### src/ddo_pkg.sv
`timescale 1ns / 1ps
// shared types, constants and lookup functions for the wheel odometry block
// no dependencies; imported by every module of the block
package ddo_pkg;

    localparam int CORDIC_STEPS = 16;
    localparam int WRAP_STEPS   = 4;
    localparam int CNT_W        = 5;

    localparam logic [23:0]        INV_TRACK_RESET = 24'd218453;
    localparam logic [55:0]        TWO_PI_W        = 56'd1686629713;
    // floor(2^56 / two pi in Q4.28)
    localparam logic [25:0]        TWO_PI_RECIP    = 26'd42722829;
    localparam logic signed [32:0] TWO_PI_Q28      = 33'sd1686629713;
    localparam logic signed [32:0] PI_Q28          = 33'sd843314857;
    localparam logic signed [32:0] HALF_PI_Q28     = 33'sd421657428;
    localparam logic signed [33:0] CORDIC_GAIN_Q30 = 34'sd652032874;

    // phases of the heading wrap, counted down by the sequencer
    localparam logic [CNT_W-1:0] WRAP_RECIP = 5'd3;
    localparam logic [CNT_W-1:0] WRAP_QMUL  = 5'd2;
    localparam logic [CNT_W-1:0] WRAP_SUB   = 5'd1;
    localparam logic [CNT_W-1:0] WRAP_FIX   = 5'd0;

    typedef enum logic [1:0] {
        MUL_HEAD  = 2'd0,
        MUL_SPEED = 2'd1,
        MUL_COS   = 2'd2,
        MUL_SIN   = 2'd3
    } mul_sel_t;

    typedef enum logic [11:0] {
        S_IDLE = 12'b000000000001,
        S_HMUL = 12'b000000000010,
        S_HADD = 12'b000000000100,
        S_WRAP = 12'b000000001000,
        S_ROT  = 12'b000000010000,
        S_CORD = 12'b000000100000,
        S_XMUL = 12'b000001000000,
        S_XADD = 12'b000010000000,
        S_YMUL = 12'b000100000000,
        S_YADD = 12'b001000000000,
        S_SMUL = 12'b010000000000,
        S_SOUT = 12'b100000000000
    } state_t;

    typedef struct packed {
        logic             load_in;
        logic             mul_en;
        mul_sel_t         mul_sel;
        logic             head_add;
        logic             wrap_step;
        logic             rot_init;
        logic             cordic_step;
        logic             x_add;
        logic             y_add;
        logic             commit;
        logic             load_out;
        logic [CNT_W-1:0] step_idx;
    } cmd_t;

    typedef struct packed {
        logic out_free;
    } status_t;

    // atan(2^-i) in Q4.28, rounded
    function automatic logic signed [32:0] atan_q28(input logic [CNT_W-1:0] i);
        logic signed [32:0] r;
        case (i)
            5'd0:  r = 33'sd210828714;
            5'd1:  r = 33'sd124459457;
            5'd2:  r = 33'sd65760959;
            5'd3:  r = 33'sd33381290;
            5'd4:  r = 33'sd16755422;
            5'd5:  r = 33'sd8385879;
            5'd6:  r = 33'sd4193963;
            5'd7:  r = 33'sd2097109;
            5'd8:  r = 33'sd1048571;
            5'd9:  r = 33'sd524287;
            5'd10: r = 33'sd262144;
            5'd11: r = 33'sd131072;
            5'd12: r = 33'sd65536;
            5'd13: r = 33'sd32768;
            5'd14: r = 33'sd16384;
            5'd15: r = 33'sd8192;
            5'd16: r = 33'sd4096;
            5'd17: r = 33'sd2048;
            5'd18: r = 33'sd1024;
            5'd19: r = 33'sd512;
            5'd20: r = 33'sd256;
            5'd21: r = 33'sd128;
            5'd22: r = 33'sd64;
            5'd23: r = 33'sd32;
            5'd24: r = 33'sd16;
            5'd25: r = 33'sd8;
            5'd26: r = 33'sd4;
            5'd27: r = 33'sd2;
            default: r = 33'sd0;
        endcase
        return r;
    endfunction

    function automatic logic [31:0] sat32(input logic signed [51:0] v);
        logic [31:0] r;
        if (v > 52'sd2147483647)
            r = 32'h7fffffff;
        else if (v < -52'sd2147483648)
            r = 32'h80000000;
        else
            r = v[31:0];
        return r;
    endfunction

endpackage

### src/ddo_ctrl.sv
`timescale 1ns / 1ps
// sequencer for the odometry update: steps the datapath through heading,
// wrap, cordic, position and speed phases; uses ddo_pkg
module ddo_ctrl
    import ddo_pkg::*;
(
    input  logic    clk,
    input  logic    rst_n,
    input  logic    in_valid,
    input  logic    in_op,
    output logic    in_ready,
    input  status_t status,
    output cmd_t    cmd
);

    state_t           state_reg, state_next;
    logic [CNT_W-1:0] cnt_reg, cnt_next;

    always_ff @(posedge clk or negedge rst_n)
    begin
        if (!rst_n)
        begin
            state_reg <= S_IDLE;
            cnt_reg   <= '0;
        end
        else
        begin
            state_reg <= state_next;
            cnt_reg   <= cnt_next;
        end
    end

    assign in_ready = (state_reg == S_IDLE);

    always_comb
    begin
        state_next   = state_reg;
        cnt_next     = cnt_reg;
        cmd          = '0;
        cmd.mul_sel  = MUL_HEAD;
        cmd.step_idx = cnt_reg;
        unique case (state_reg)
            S_IDLE:
            begin
                if (in_valid)
                begin
                    cmd.load_in = 1'b1;
                    state_next  = in_op ? S_SMUL : S_HMUL;
                end
            end
            S_HMUL:
            begin
                cmd.mul_en  = 1'b1;
                cmd.mul_sel = MUL_HEAD;
                state_next  = S_HADD;
            end
            S_HADD:
            begin
                cmd.head_add = 1'b1;
                cnt_next     = CNT_W'(WRAP_STEPS - 1);
                state_next   = S_WRAP;
            end
            S_WRAP:
            begin
                cmd.wrap_step = 1'b1;
                if (cnt_reg == '0)
                    state_next = S_ROT;
                else
                    cnt_next = cnt_reg - 1'b1;
            end
            S_ROT:
            begin
                cmd.rot_init = 1'b1;
                cnt_next     = '0;
                state_next   = S_CORD;
            end
            S_CORD:
            begin
                cmd.cordic_step = 1'b1;
                if (cnt_reg == CNT_W'(CORDIC_STEPS - 1))
                    state_next = S_XMUL;
                else
                    cnt_next = cnt_reg + 1'b1;
            end
            S_XMUL:
            begin
                cmd.mul_en  = 1'b1;
                cmd.mul_sel = MUL_COS;
                state_next  = S_XADD;
            end
            S_XADD:
            begin
                cmd.x_add  = 1'b1;
                state_next = S_YMUL;
            end
            S_YMUL:
            begin
                cmd.mul_en  = 1'b1;
                cmd.mul_sel = MUL_SIN;
                state_next  = S_YADD;
            end
            S_YADD:
            begin
                cmd.y_add  = 1'b1;
                state_next = S_SMUL;
            end
            S_SMUL:
            begin
                cmd.mul_en  = 1'b1;
                cmd.mul_sel = MUL_SPEED;
                cmd.commit  = 1'b1;
                state_next  = S_SOUT;
            end
            S_SOUT:
            begin
                if (status.out_free)
                begin
                    cmd.load_out = 1'b1;
                    state_next   = S_IDLE;
                end
            end
            default:
            begin
                state_next = S_IDLE;
            end
        endcase
    end

endmodule

### config.mk
export PLATFORM = sky130hd
export DESIGN_NAME = ddo_ctrl
export DESIGN_NICKNAME = d
export VERILOG_FILES = /design/src/ddo_pkg.sv /design/src/ddo_ctrl.sv
export SDC_FILE = /design/constraint.sdc
export NUM_CORES = 1
export LEC_CHECK = 0
export BUFFER_PORTS_ARGS = -buffer_cell sky130_fd_sc_hd__buf_2
export CAP_MARGIN = 20
export CORE_MARGIN = 3
export CORE_UTILIZATION = 58
export DETAILED_ROUTE_END_ITERATION = 12
export PLACE_DENSITY = 0.92
export SLEW_MARGIN = 20
export SYNTH_ARGS = -nofsm -noshare
export SYNTH_HDL_FRONTEND = slang
export SYNTH_SLANG_ARGS = --single-unit
### constraint.sdc
create_clock -name clk -period 7.7 [get_ports clk]
set_clock_uncertainty 0.1 [all_clocks]
set_input_delay 1.54 -clock clk [delete_from_list [all_inputs] [get_ports clk]]
set_output_delay 1.54 -clock clk [all_outputs]
set_load 0.02 [all_outputs]
== After elaboration in Yosys (flattened, before gate mapping) ==
Cells that the tools add are included.
Word-level totals
  bits in registers: 17
  bits of input ports: 5
  word-level logic and storage cells: 48
Operators by class
  add/sub/neg operators: 2
  equal/unequal tests: 19
  mux-type cells: 21
  reduce and logical (&&, ||, !) cells: 4
Operators with widths (count)
  $pmux W12 S12: 1
  $mux W12: 4
  $pmux W5 S4: 1
  $eq A12 B1 Y1 const B: 1
  $eq A12 B10 Y1 const B: 1
  $eq A12 B11 Y1 const B: 1
  $eq A12 B12 Y1 const B: 1
  $eq A12 B2 Y1 const B: 1
  $eq A12 B3 Y1 const B: 1
  $eq A12 B4 Y1 const B: 1
  $eq A12 B5 Y1 const B: 1
  $eq A12 B6 Y1 const B: 1
  $eq A12 B7 Y1 const B: 1
  $eq A12 B8 Y1 const B: 1
  $eq A12 B9 Y1 const B: 1
  $ne A2 B2 Y1 const B: 6
  $pmux W3 S4: 1
  $mux W1: 11
  $mux W11: 1
  $mux W5: 2
  $add A5 B1 Y5 const B: 1
  $eq A5 B4 Y1 const B: 1
  $logic_not A5 Y1: 1
  $sub A5 B1 Y5 const B: 1
  other kinds (3): 3

== Logic depth before layout (Yosys ltp) ==
Gate-level depths: netlist (run 1).
  word-level depth: 3
  mapped depth: 10
  mapped depth without buffers: 9

== Least setup slack after synthesis (run 1) ==
No wires, ideal clock.
  path kind: register to output
  from: reg state_reg[9]
  to: out cmd[16] (netlist bit)
  arrival: 2.184 ns
  slack: 3.876 ns
  cell stages (with the launch flop): 6
  buffers on the path: 1
  path through: dfrtp_1 -> buf_6 -> or4_4 -> or4_4 -> nor3b_4 -> and2_1
RTL lines
  from (decl): line ddo_ctrl.sv:16  | state_t state_reg, state_next;
  from (signal assigned): line ddo_ctrl.sv:28  | state_reg <= state_next;
  to (decl): line ddo_ctrl.sv:13  | output cmd_t cmd

==> results_dict.tcl, run 1 <==
set metrics [dict create \
    ios 23 \
    core_region_area_um2 1860 \
    finalWeightedCongestion 0.892 \
    largest_reg_flops 12 \
    drt_drc_violations_left 0 \
    vias 1122 \
    power.switching_mw 0.219 \
    syn-num-nets 142 \
    power.clock.fraction_pct 10.7 \
    grt_antenna_before_repair 0 \
    cts-buffers-inserted 3 \
    routed_wl_um 2880 \
    grt_setup_unrepaired "no" \
    post_cts_hold_buffer_count 0 \
    insertion_delay_ns 0.30 \
    max_slew.worst_pin.slew_ns 0.682 \
    global_route.overflow_total 0 \
    count_of_cell_types_in_the_netlist 43 \
    p_int_mw 0.247 \
    postSynth.topFlopCell "dfrtp_1" \
    seq_area_frac_synth_pct 34.8 \
    swShare_pct 46.9 \
    htree_levels 1 \
    floorplan.die.width_um 52.0 \
    grt_start_max_net_pins 18 \
    hold_path_startpoint "cnt_reg[2]$_DFFE_PN0P_" \
    vias_per_cell 6.23 \
    synth-async-reset-ratio_pct 100 \
    min-delay-path-class "reg2reg" \
    tritoncts "done" \
    static-leakage-power_nw 0.698 \
    path_clk_slew_ns 0.11 \
    status "finished, final reports clean" \
    setup_total_negative_slack_ns 0 \
    sequential_power_share_pct 31.4 \
    critical_path_peak_fanout 9 \
    power-per-cell-area_nw_per_um2 345 \
    global_route_usage_sum_pct 24.7 \
    fmaxAchievable_mhz 241 \
    postRouteAntennaNets 0 \
    layout.cells.most_common "buf_2" \
    wl_per_cell_um 16.0 \
    clock_root_buffer "clkbuf_4" \
    final_critical_path_setup_slack_ns 3.55 \
    worst_ep_required_time_ns 6.06 \
    post_cts_buffers 0 \
    max_cap_viol_count 0 \
    place.port_buffers 22 \
    initial_utilization_pct 65.9 \
    placementRows 15 \
    part_of_the_power_in_combinational_logic_pct 57.9 \
    grt_first_pass_wirelength_um 4910 \
    worst_reg2reg_startpoint "state_reg[9]$_DFFE_PN0P_" \
    final.period_utilization_pct 53.9 \
    final_hold_violation_count 0 \
    most-common-layout-cells "22 x buf_2, 16 x dfrtp_1, 10 x nor2_1, 8 x nand2_1, 8 x o21ai_0" \
    grt_pass1_vias 1041 \
    synth_edf_count 0 \
    design.final.nets 165 \
    setup_viol 0 \
    drt_iter0_drc 47 \
    number_of_pins_exceeding_their_max_slew_limit_in_the_final_report 0 \
    n_antenna_cell 0 \
    syn_area_um2 1220 \
    clockBufferDepth 2 \
    cts.sinks 17 \
    timing.critical_path.from_type "register" \
    worst-endpoint-arrival_ns 2.51 \
    timing_worst_setup_path_type "reg2out" \
    die_y_um 52.0 \
    final_layout_size_suffix_gt1_share_pct 29.0 \
    placement.cell_area_um2 1320 \
    worstSetupStartpoint "state_reg[9]$_DFFE_PN0P_" \
    hpwl_um 2240 \
    synth_seq_cells 17 \
    pre_cts_slack_ns 3.91 \
    post-route-cell-area_um2 1350 \
    area_delta_synth_final_pct 10.2 \
    slew-limit-headroom_pct 54.2 \
    peakVddDrop_mv 0.243 \
    cts_repair_resize_count 0 \
    finalCriticalPeriod_ns 4.15 \
    yosys_warnings 0 \
    drt-pass1-iter-count 4 \
    end_kind "primary output" \
    syn-mean-instance-area_um2 9.21 \
    syn_inst 133 \
    fp.dieArea_um2 2700 \
]
## synth_stat cells (3+ instances only)
| library cell | count | area, um^2 |
|---|---|---|
| xnor2_1 | 4 | 35.0 |
| a21oi_1 | 5 | 25.0 |
| nand4_1 | 3 | 18.8 |
| ha_1 | 3 | 37.5 |
| nor2b_1 | 3 | 18.8 |
| nand3_1 | 7 | 35.0 |
| nor4_1 | 7 | 43.8 |
| nor3_1 | 7 | 35.0 |
| nand2_1 | 8 | 30.0 |
| nor2_1 | 10 | 37.5 |
| or4_4 | 4 | 45.0 |
| inv_1 | 7 | 26.3 |
| o21ai_0 | 8 | 40.0 |
| or4_1 | 4 | 30.0 |
| nor3b_1 | 4 | 30.0 |
| or2_2 | 3 | 18.8 |
| dfrtp_1 | 16 | 400 |
## layout make-up
type	count	area (um^2)
Clock buffer	3	22.5
Clock inverter	1	5.00
Fill cell	128	508
Inverter	9	36.3
Multi-Input combinational cell	103	718
Sequential cell	17	427
Tap cell	25	31.3
Timing Repair Buffer	22	110
## routing by layer
layer / part of all wire [%] / wire, um / vias up / track usage, %
met1: 44 / 1260 / 531 / 32.9
li1: - / - / 535 / -
met2: 47 / 1360 / 49 / 39.3
met4: 1.9 / 55 / 0 / 10.0
met3: 7.3 / 210 / 7 / 4.58
met5: 0 / 0 / - / 0
## logic make-up (layout without fill, tap and decap cells)
group | count (synthesis) | after routing | share of synthesized area [%]
buffers and inverters | 13 | 35 | 6.54
muxes | 1 | 1 | 0.919
and+or+nand+nor | 70 | 70 | 35.9
adders and majority gates | 4 | 4 | 4.70
xor gates and xnor gates | 5 | 5 | 3.57
AOI/OAI and AO/OA | 23 | 23 | 13.6
DFF | 17 | 17 | 34.8
## power by group through the flow
stage / combinational, mW / sequential, mW / clock (mW)
after CTS: 0.268 / 0.146 / 0.0500
after floorplan: 0.204 / 0.145 / 0
after global routing: 0.294 / 0.152 / 0.0536
after detailed placement: 0.266 / 0.147 / 0
final: 0.270 / 0.146 / 0.0498
after global placement: 0.257 / 0.145 / 0
## critical path: stages (launching register included)
cell	delay, ns
dfrtp_1	0.49
or4_4	0.59
or4_4	0.53
nor3b_4	0.28
and2_1	0.17
buf_2	0.16
## final timing paths
kind | slack (ns) | cells past startpoint | end
worst max-delay path | 3.55 | 5 | cmd[16]
worst min-delay path | 0.49 | 2 | cnt_reg[2]$_DFFE_PN0P_
worst max register to register | 4.44 | 9 | cnt_reg[4]$_DFFE_PN0P_
worst min register to register | 0.49 | 2 | cnt_reg[2]$_DFFE_PN0P_
max in group asynchronous | 6.15 | 1 | state_reg[0]$_DFFE_PN1P_
min in group asynchronous | 1.04 | 1 | state_reg[6]$_DFFE_PN0P_
## metrics by stage
step / utilization, % / std cells / hold slack (ns) / total power [mW]
final: 72.7 / 180 / 0.487 / 0.466
after global routing: 72.7 / 180 / 0.548 / 0.500
after CTS: 72.7 / 180 / 0.486 / 0.464
after detailed placement: 71.2 / 176 / 0.463 / 0.414
after global placement: 71.2 / 176 / 0.454 / 0.402
after floorplan: - / 133 / 0.428 / 0.349
Note: power is estimated with default switching activity, not from simulation.
==> inputs of run 2 (changes only) <==
Settings changed: CORE_UTILIZATION 58 to 49, PLACE_DENSITY 0.92 to 0.84.
Clock period 7.7 ns to 3.7 ns, I/O delays scaled along.
==> run 2 against run 1 <==
Via count up 0.62%. Largest cell class unchanged. Sequential share of layout area fell by 0.088 points. Critical path type unchanged. Die area increased by 16%. Critical path depth unchanged. Global-route usage shrank 5.2 points. Hold slack got worse by 0.26 ns. Non-clock buffer count did not move. Register-to-register slack lost 3.9 ns. Clock-buffer cell count unchanged. Largest power group unchanged. Combinational power up 110%. Routed wire length up 1.8%.
==> results_dict.tcl, run 2 (synthesis gave the netlist of run 1 again) <==
set metrics [dict create \
    hpwl_um 2160 \
    grt_setup_unrepaired "no" \
    grt_first_pass_wirelength_um 4950 \
    cts-buffers-inserted 3 \
    ios 23 \
    peakVddDrop_mv 0.396 \
    setup_total_negative_slack_ns 0 \
    setup_viol 0 \
    timing_worst_setup_path_type "reg2out" \
    core_region_area_um2 2300 \
    timing.critical_path.slowest_cell_delay_ns 0.59 \
    global_route.overflow_total 0 \
    die_y_um 56 \
    most-common-layout-cells "22 x buf_2, 16 x dfrtp_1, 10 x nor2_1, 8 x nand2_1, 8 x o21ai_0" \
    vias 1129 \
    min-delay-path-class "in2async" \
    grt_start_max_net_pins 18 \
    path_clk_slew_ns 0.11 \
    placement.cell_area_um2 1330 \
    worst_path_most_repeated_cell "or4_4" \
    max_cap_viol_count 0 \
    htree_levels 1 \
    initial_utilization_pct 53.3 \
    clockBufferDepth 2 \
    fmaxAchievable_mhz 301 \
    critical_path.n_buffers_inverters 1 \
    static-leakage-power_nw 0.698 \
    finalCriticalPeriod_ns 3.33 \
    crit_slowest_cell "or4_4" \
    max_slew.worst_pin.slew_ns 0.605 \
    worst_ep_required_time_ns 2.86 \
    final_critical_path_setup_slack_ns 0.374 \
    path_cells "or4_4 -> or4_4 -> nor3b_4 -> and2_1 -> buf_2" \
    critical-path-top-delay-family "simple AND/OR/NAND/NOR gates" \
    finalWeightedCongestion 0.854 \
    slew-limit-headroom_pct 59.3 \
    vias_per_cell 6.17 \
    post_cts_buffers 0 \
    cts_repair_resize_count 0 \
    insertion_delay_ns 0.31 \
    grt_pass1_vias 1093 \
    power-per-cell-area_nw_per_um2 721 \
    timing.critical_path.from_type "register" \
    critical_path_peak_fanout 9 \
    postRouteAntennaNets 0 \
    tritoncts "done" \
    final_hold_violation_count 0 \
    largest_reg_flops 12 \
    grt_antenna_before_repair 0 \
    number_of_pins_exceeding_their_max_slew_limit_in_the_final_report 0 \
    area_delta_synth_final_pct 10.5 \
    fin_util_pct 58.9 \
    final_layout_size_suffix_gt1_share_pct 29.0 \
    place.port_buffers 22 \
    wl_per_cell_um 16.0 \
    fp.dieArea_um2 3140 \
    drt_drc_violations_left 0 \
    worst-endpoint-arrival_ns 2.49 \
    pre_cts_slack_ns 0.698 \
    final.period_utilization_pct 89.9 \
    global_route_usage_sum_pct 19.6 \
    layout.cells.most_common "buf_2" \
    clock_root_buffer "clkbuf_4" \
    status "finished, final reports clean" \
    drt-pass1-iter-count 4 \
    post_cts_hold_buffer_count 0 \
    floorplan.die.width_um 56 \
    design.final.nets 165 \
    cts.sinks 17 \
    post-route-cell-area_um2 1350 \
    placementRows 17 \
    drt_iter0_drc 39 \
    end_kind "primary output" \
    routed_wl_um 2930 \
    n_antenna_cell 0 \
]
run 2: cell counts in the layout (fill, tap and decap cells not counted):
No cell type changed its count.
run 2: worst paths after layout:
check	startpoint	endpoint	slack (ns)	cells after the start
setup reg to reg	state_reg[9]$_DFFE_PN0P_	cnt_reg[4]$_DFFE_PN0P_	0.51	9
hold reg to reg	cnt_reg[3]$_DFFE_PN0P_	cnt_reg[3]$_DFFE_PN0P_	0.50	2
min in group clk	in_op	state_reg[1]$_DFFE_PN0P_	0.50	2
setup / recovery	state_reg[9]$_DFFE_PN0P_	cmd[16]	0.37	5
max in group asynchronous	rst_n	state_reg[0]$_DFFE_PN1P_	2.96	1
hold / removal	rst_n	state_reg[9]$_DFFE_PN0P_	0.23	1
run 2: metrics by stage:
step           total power [mW]  hold slack [ns]  cells
6_report                  0.976            0.230    183
5_1_grt                    1.05            0.252    183
4_1_cts                   0.971            0.247    183
3_5_place_dp              0.856            0.481    179
3_3_place_gp              0.832            0.453    179
2_1_floorplan             0.726            0.344    133
run 2: per-layer routing:
metal,GRT usage (%),vias up,wire length (um)
met5,0,-,0
met4,8.81,0,73
met3,2.78,9,185
met2,32.1,53,1440
met1,25.3,533,1230
li1,-,534,-
run 2: final cells by class:
cell class,count,area [um^2]
tap,28,35.0
sequential,17,427
inverter,9,36.3
multi-input combinational,103,718
timing repair buffer,22,110
clock buffer,3,22.5
clock inverter,1,5.00
fill,197,943
run 2: power by group:
group | switching (mW) | total [mW] | internal, mW
registers | 0.0721 | 0.305 | 0.233
logic | 0.322 | 0.563 | 0.241
clock network | 0.0674 | 0.108 | 0.0404
total | 0.462 | 0.976 | 0.514
run 2: worst reg2reg max path, stage by stage, from the launching register on:
cell and delay, ns:
dfrtp_1 0.48, nor4_1 0.48, nand4_1 0.45, inv_1 0.35
fa_1 0.27, nor2b_1 0.08, o21ai_0 0.31, nand3_1 0.19
a2111oi_4 0.31, a21o_1 0.12
==> inputs of run 3 (changes only) <==
Settings changed: CELL_PAD_IN_SITES_DETAIL_PLACEMENT from default to 1, CELL_PAD_IN_SITES_GLOBAL_PLACEMENT from default to 2, CORE_UTILIZATION 49 to 30.
==> run 3 against run 2 <==
Critical path depth unchanged. Core utilization fell by 22 points. Cell area is 4.0% higher. Hold slack better by 0.073 ns. Sequential power is 2% higher. Largest cell class unchanged.
==> results_dict.tcl, run 3 (synthesis gave the netlist of run 1 again) <==
set metrics [dict create \
    vias_per_cell 5.51 \
    p_int_mw 0.550 \
    number_of_pins_exceeding_their_max_slew_limit_in_the_final_report 0 \
    drt_drc_violations_left 0 \
    final.period_utilization_pct 90.1 \
    post_cts_hold_buffer_count 0 \
    pre_cts_slack_ns 0.672 \
    critical_path_peak_fanout 9 \
    routed_wl_um 3340 \
    peakVddDrop_mv 0.324 \
    worst_ep_required_time_ns 2.86 \
    setup_total_negative_slack_ns 0 \
    clock_root_buffer "clkbuf_8" \
    setup_viol 0 \
    end_kind "primary output" \
    placementRows 22 \
    finalCriticalPeriod_ns 3.33 \
    grt_antenna_before_repair 0 \
    place.port_buffers 22 \
    grt_setup_unrepaired "no" \
    tritoncts "done" \
    ios 23 \
    sequential_power_share_pct 30.4 \
    grt_start_max_net_pins 18 \
    worst-endpoint-arrival_ns 2.49 \
    initial_utilization_pct 32.2 \
    clockBufferDepth 2 \
    drt-pass1-iter-count 4 \
    global_route_usage_sum_pct 14.1 \
    place_inst 200 \
    drt_iter0_drc 49 \
    design.final.nets 166 \
    fp.dieArea_um2 4890 \
    final_layout_size_suffix_gt1_share_pct 29.5 \
    worst_path_most_repeated_cell "or4_4" \
    postRouteAntennaNets 0 \
    die_y_um 69.9 \
    timing.critical_path.from_type "register" \
    cts.sinks 17 \
    status "finished, final reports clean" \
    grt_pass1_vias 1133 \
    core_region_area_um2 3800 \
    fmaxAchievable_mhz 300 \
    layout.cells.non_filler 204 \
    area_delta_synth_final_pct 14.9 \
    path_cells "or4_4 -> or4_4 -> nor3b_4 -> and2_1 -> buf_2" \
    wl_per_cell_um 16.4 \
    min-delay-path-class "in2async" \
    global_route.overflow_total 0 \
    part_of_the_power_in_combinational_logic_pct 55.2 \
    ff2ff_path_depth 10 \
    most-common-layout-cells "22 x buf_2, 16 x dfrtp_1, 10 x nor2_1, 8 x nand2_1, 8 x o21ai_0" \
    timing_worst_setup_path_type "reg2out" \
    worst_reg2reg_startpoint "state_reg[9]$_DFFE_PN0P_" \
    post_cts_buffers 0 \
    layout.cells.most_common "buf_2" \
    cts-buffers-inserted 3 \
    max_slew.worst_pin.slew_ns 0.642 \
    power.clock.fraction_pct 14.4 \
    hpwl_um 2610 \
    fillers 456 \
    largest_reg_flops 12 \
    fin_util_pct 37.1 \
    insertion_delay_ns 0.26 \
    n_antenna_cell 0 \
    power.switching_mw 0.474 \
    timing.critical_path.slowest_cell_delay_ns 0.59 \
    grt_first_pass_wirelength_um 5600 \
    swShare_pct 46.3 \
    slew-limit-headroom_pct 56.9 \
    final_hold_violation_count 0 \
    finalWeightedCongestion 0.911 \
    ff_to_ff_setup_slack_ns 0.85 \
    final_critical_path_setup_slack_ns 0.366 \
    htree_levels 1 \
    static-leakage-power_nw 0.706 \
    crit_slowest_cell "or4_4" \
    floorplan.die.width_um 69.9 \
    total_power_mw 1.02 \
    path_clk_slew_ns 0.07 \
    vias 1125 \
    cts_repair_resize_count 0 \
    power-per-cell-area_nw_per_um2 727 \
    critical_path.reg2reg.endpoint "cnt_reg[4]$_DFFE_PN0P_" \
    max_cap_viol_count 0 \
]
## run 3: final cells by class
cell class | count | area [um^2] | share of cell area, %
flip-flops and latches | 17 | 427 | 30.3
inverters | 9 | 36.3 | 2.58
clock inverters | 1 | 7.51 | 0.533
multi-input cells | 103 | 718 | 51.0
well taps | 48 | 60.1 | 4.27
clock buffers | 3 | 41.3 | 2.93
repair buffers | 23 | 118 | 8.36
## run 3: how the worst max path moves through the flow
stage / start / end / slack (ns) / cells past startpoint
after CTS: state_reg[9]$_DFFE_PN0P_ / cmd[16] / 0.38 / 5
final: state_reg[9]$_DFFE_PN0P_ / cmd[16] / 0.37 / 5
after floorplan: state_reg[9]$_DFFE_PN0P_ / cmd[16] / 0.68 / 5
after global routing: state_reg[4]$_DFFE_PN0P_ / cmd[15] / 0.27 / 5
after detailed placement: state_reg[9]$_DFFE_PN0P_ / cmd[16] / 0.67 / 5
after global placement: state_reg[9]$_DFFE_PN0P_ / cmd[14] / 0.72 / 5
## run 3: power groups by stage
stage	Combinational, mW	Clock (mW)	Sequential [mW]
after global placement	0.550	0	0.309
after global routing	0.622	0.162	0.321
after CTS	0.569	0.153	0.311
after floorplan	0.425	0	0.301
final	0.565	0.147	0.312
after detailed placement	0.565	0	0.313
## run 3: metal layers
metal	track usage (%)	up-vias	wire length (um)
li1	-	535	-
met4	4.04	0	57
met2	22.5	23	1590
met1	18.9	562	1560
met3	3.60	5	134
met5	0	-	0
## run 3: metrics by stage
stage | hold slack (ns) | area (um^2)
2_1_floorplan | 0.344 | 1220
3_3_place_gp | 0.472 | 1360
3_5_place_dp | 0.490 | 1360
6_report | 0.303 | 1410
4_1_cts | 0.311 | 1410
5_1_grt | 0.323 | 1410
## run 3: critical path, delay by kind of cell (launching register included)
kind	cells	cell delay (ns)
simple gates	4	1.60
buf+inv	1	0.16
flops	1	0.48
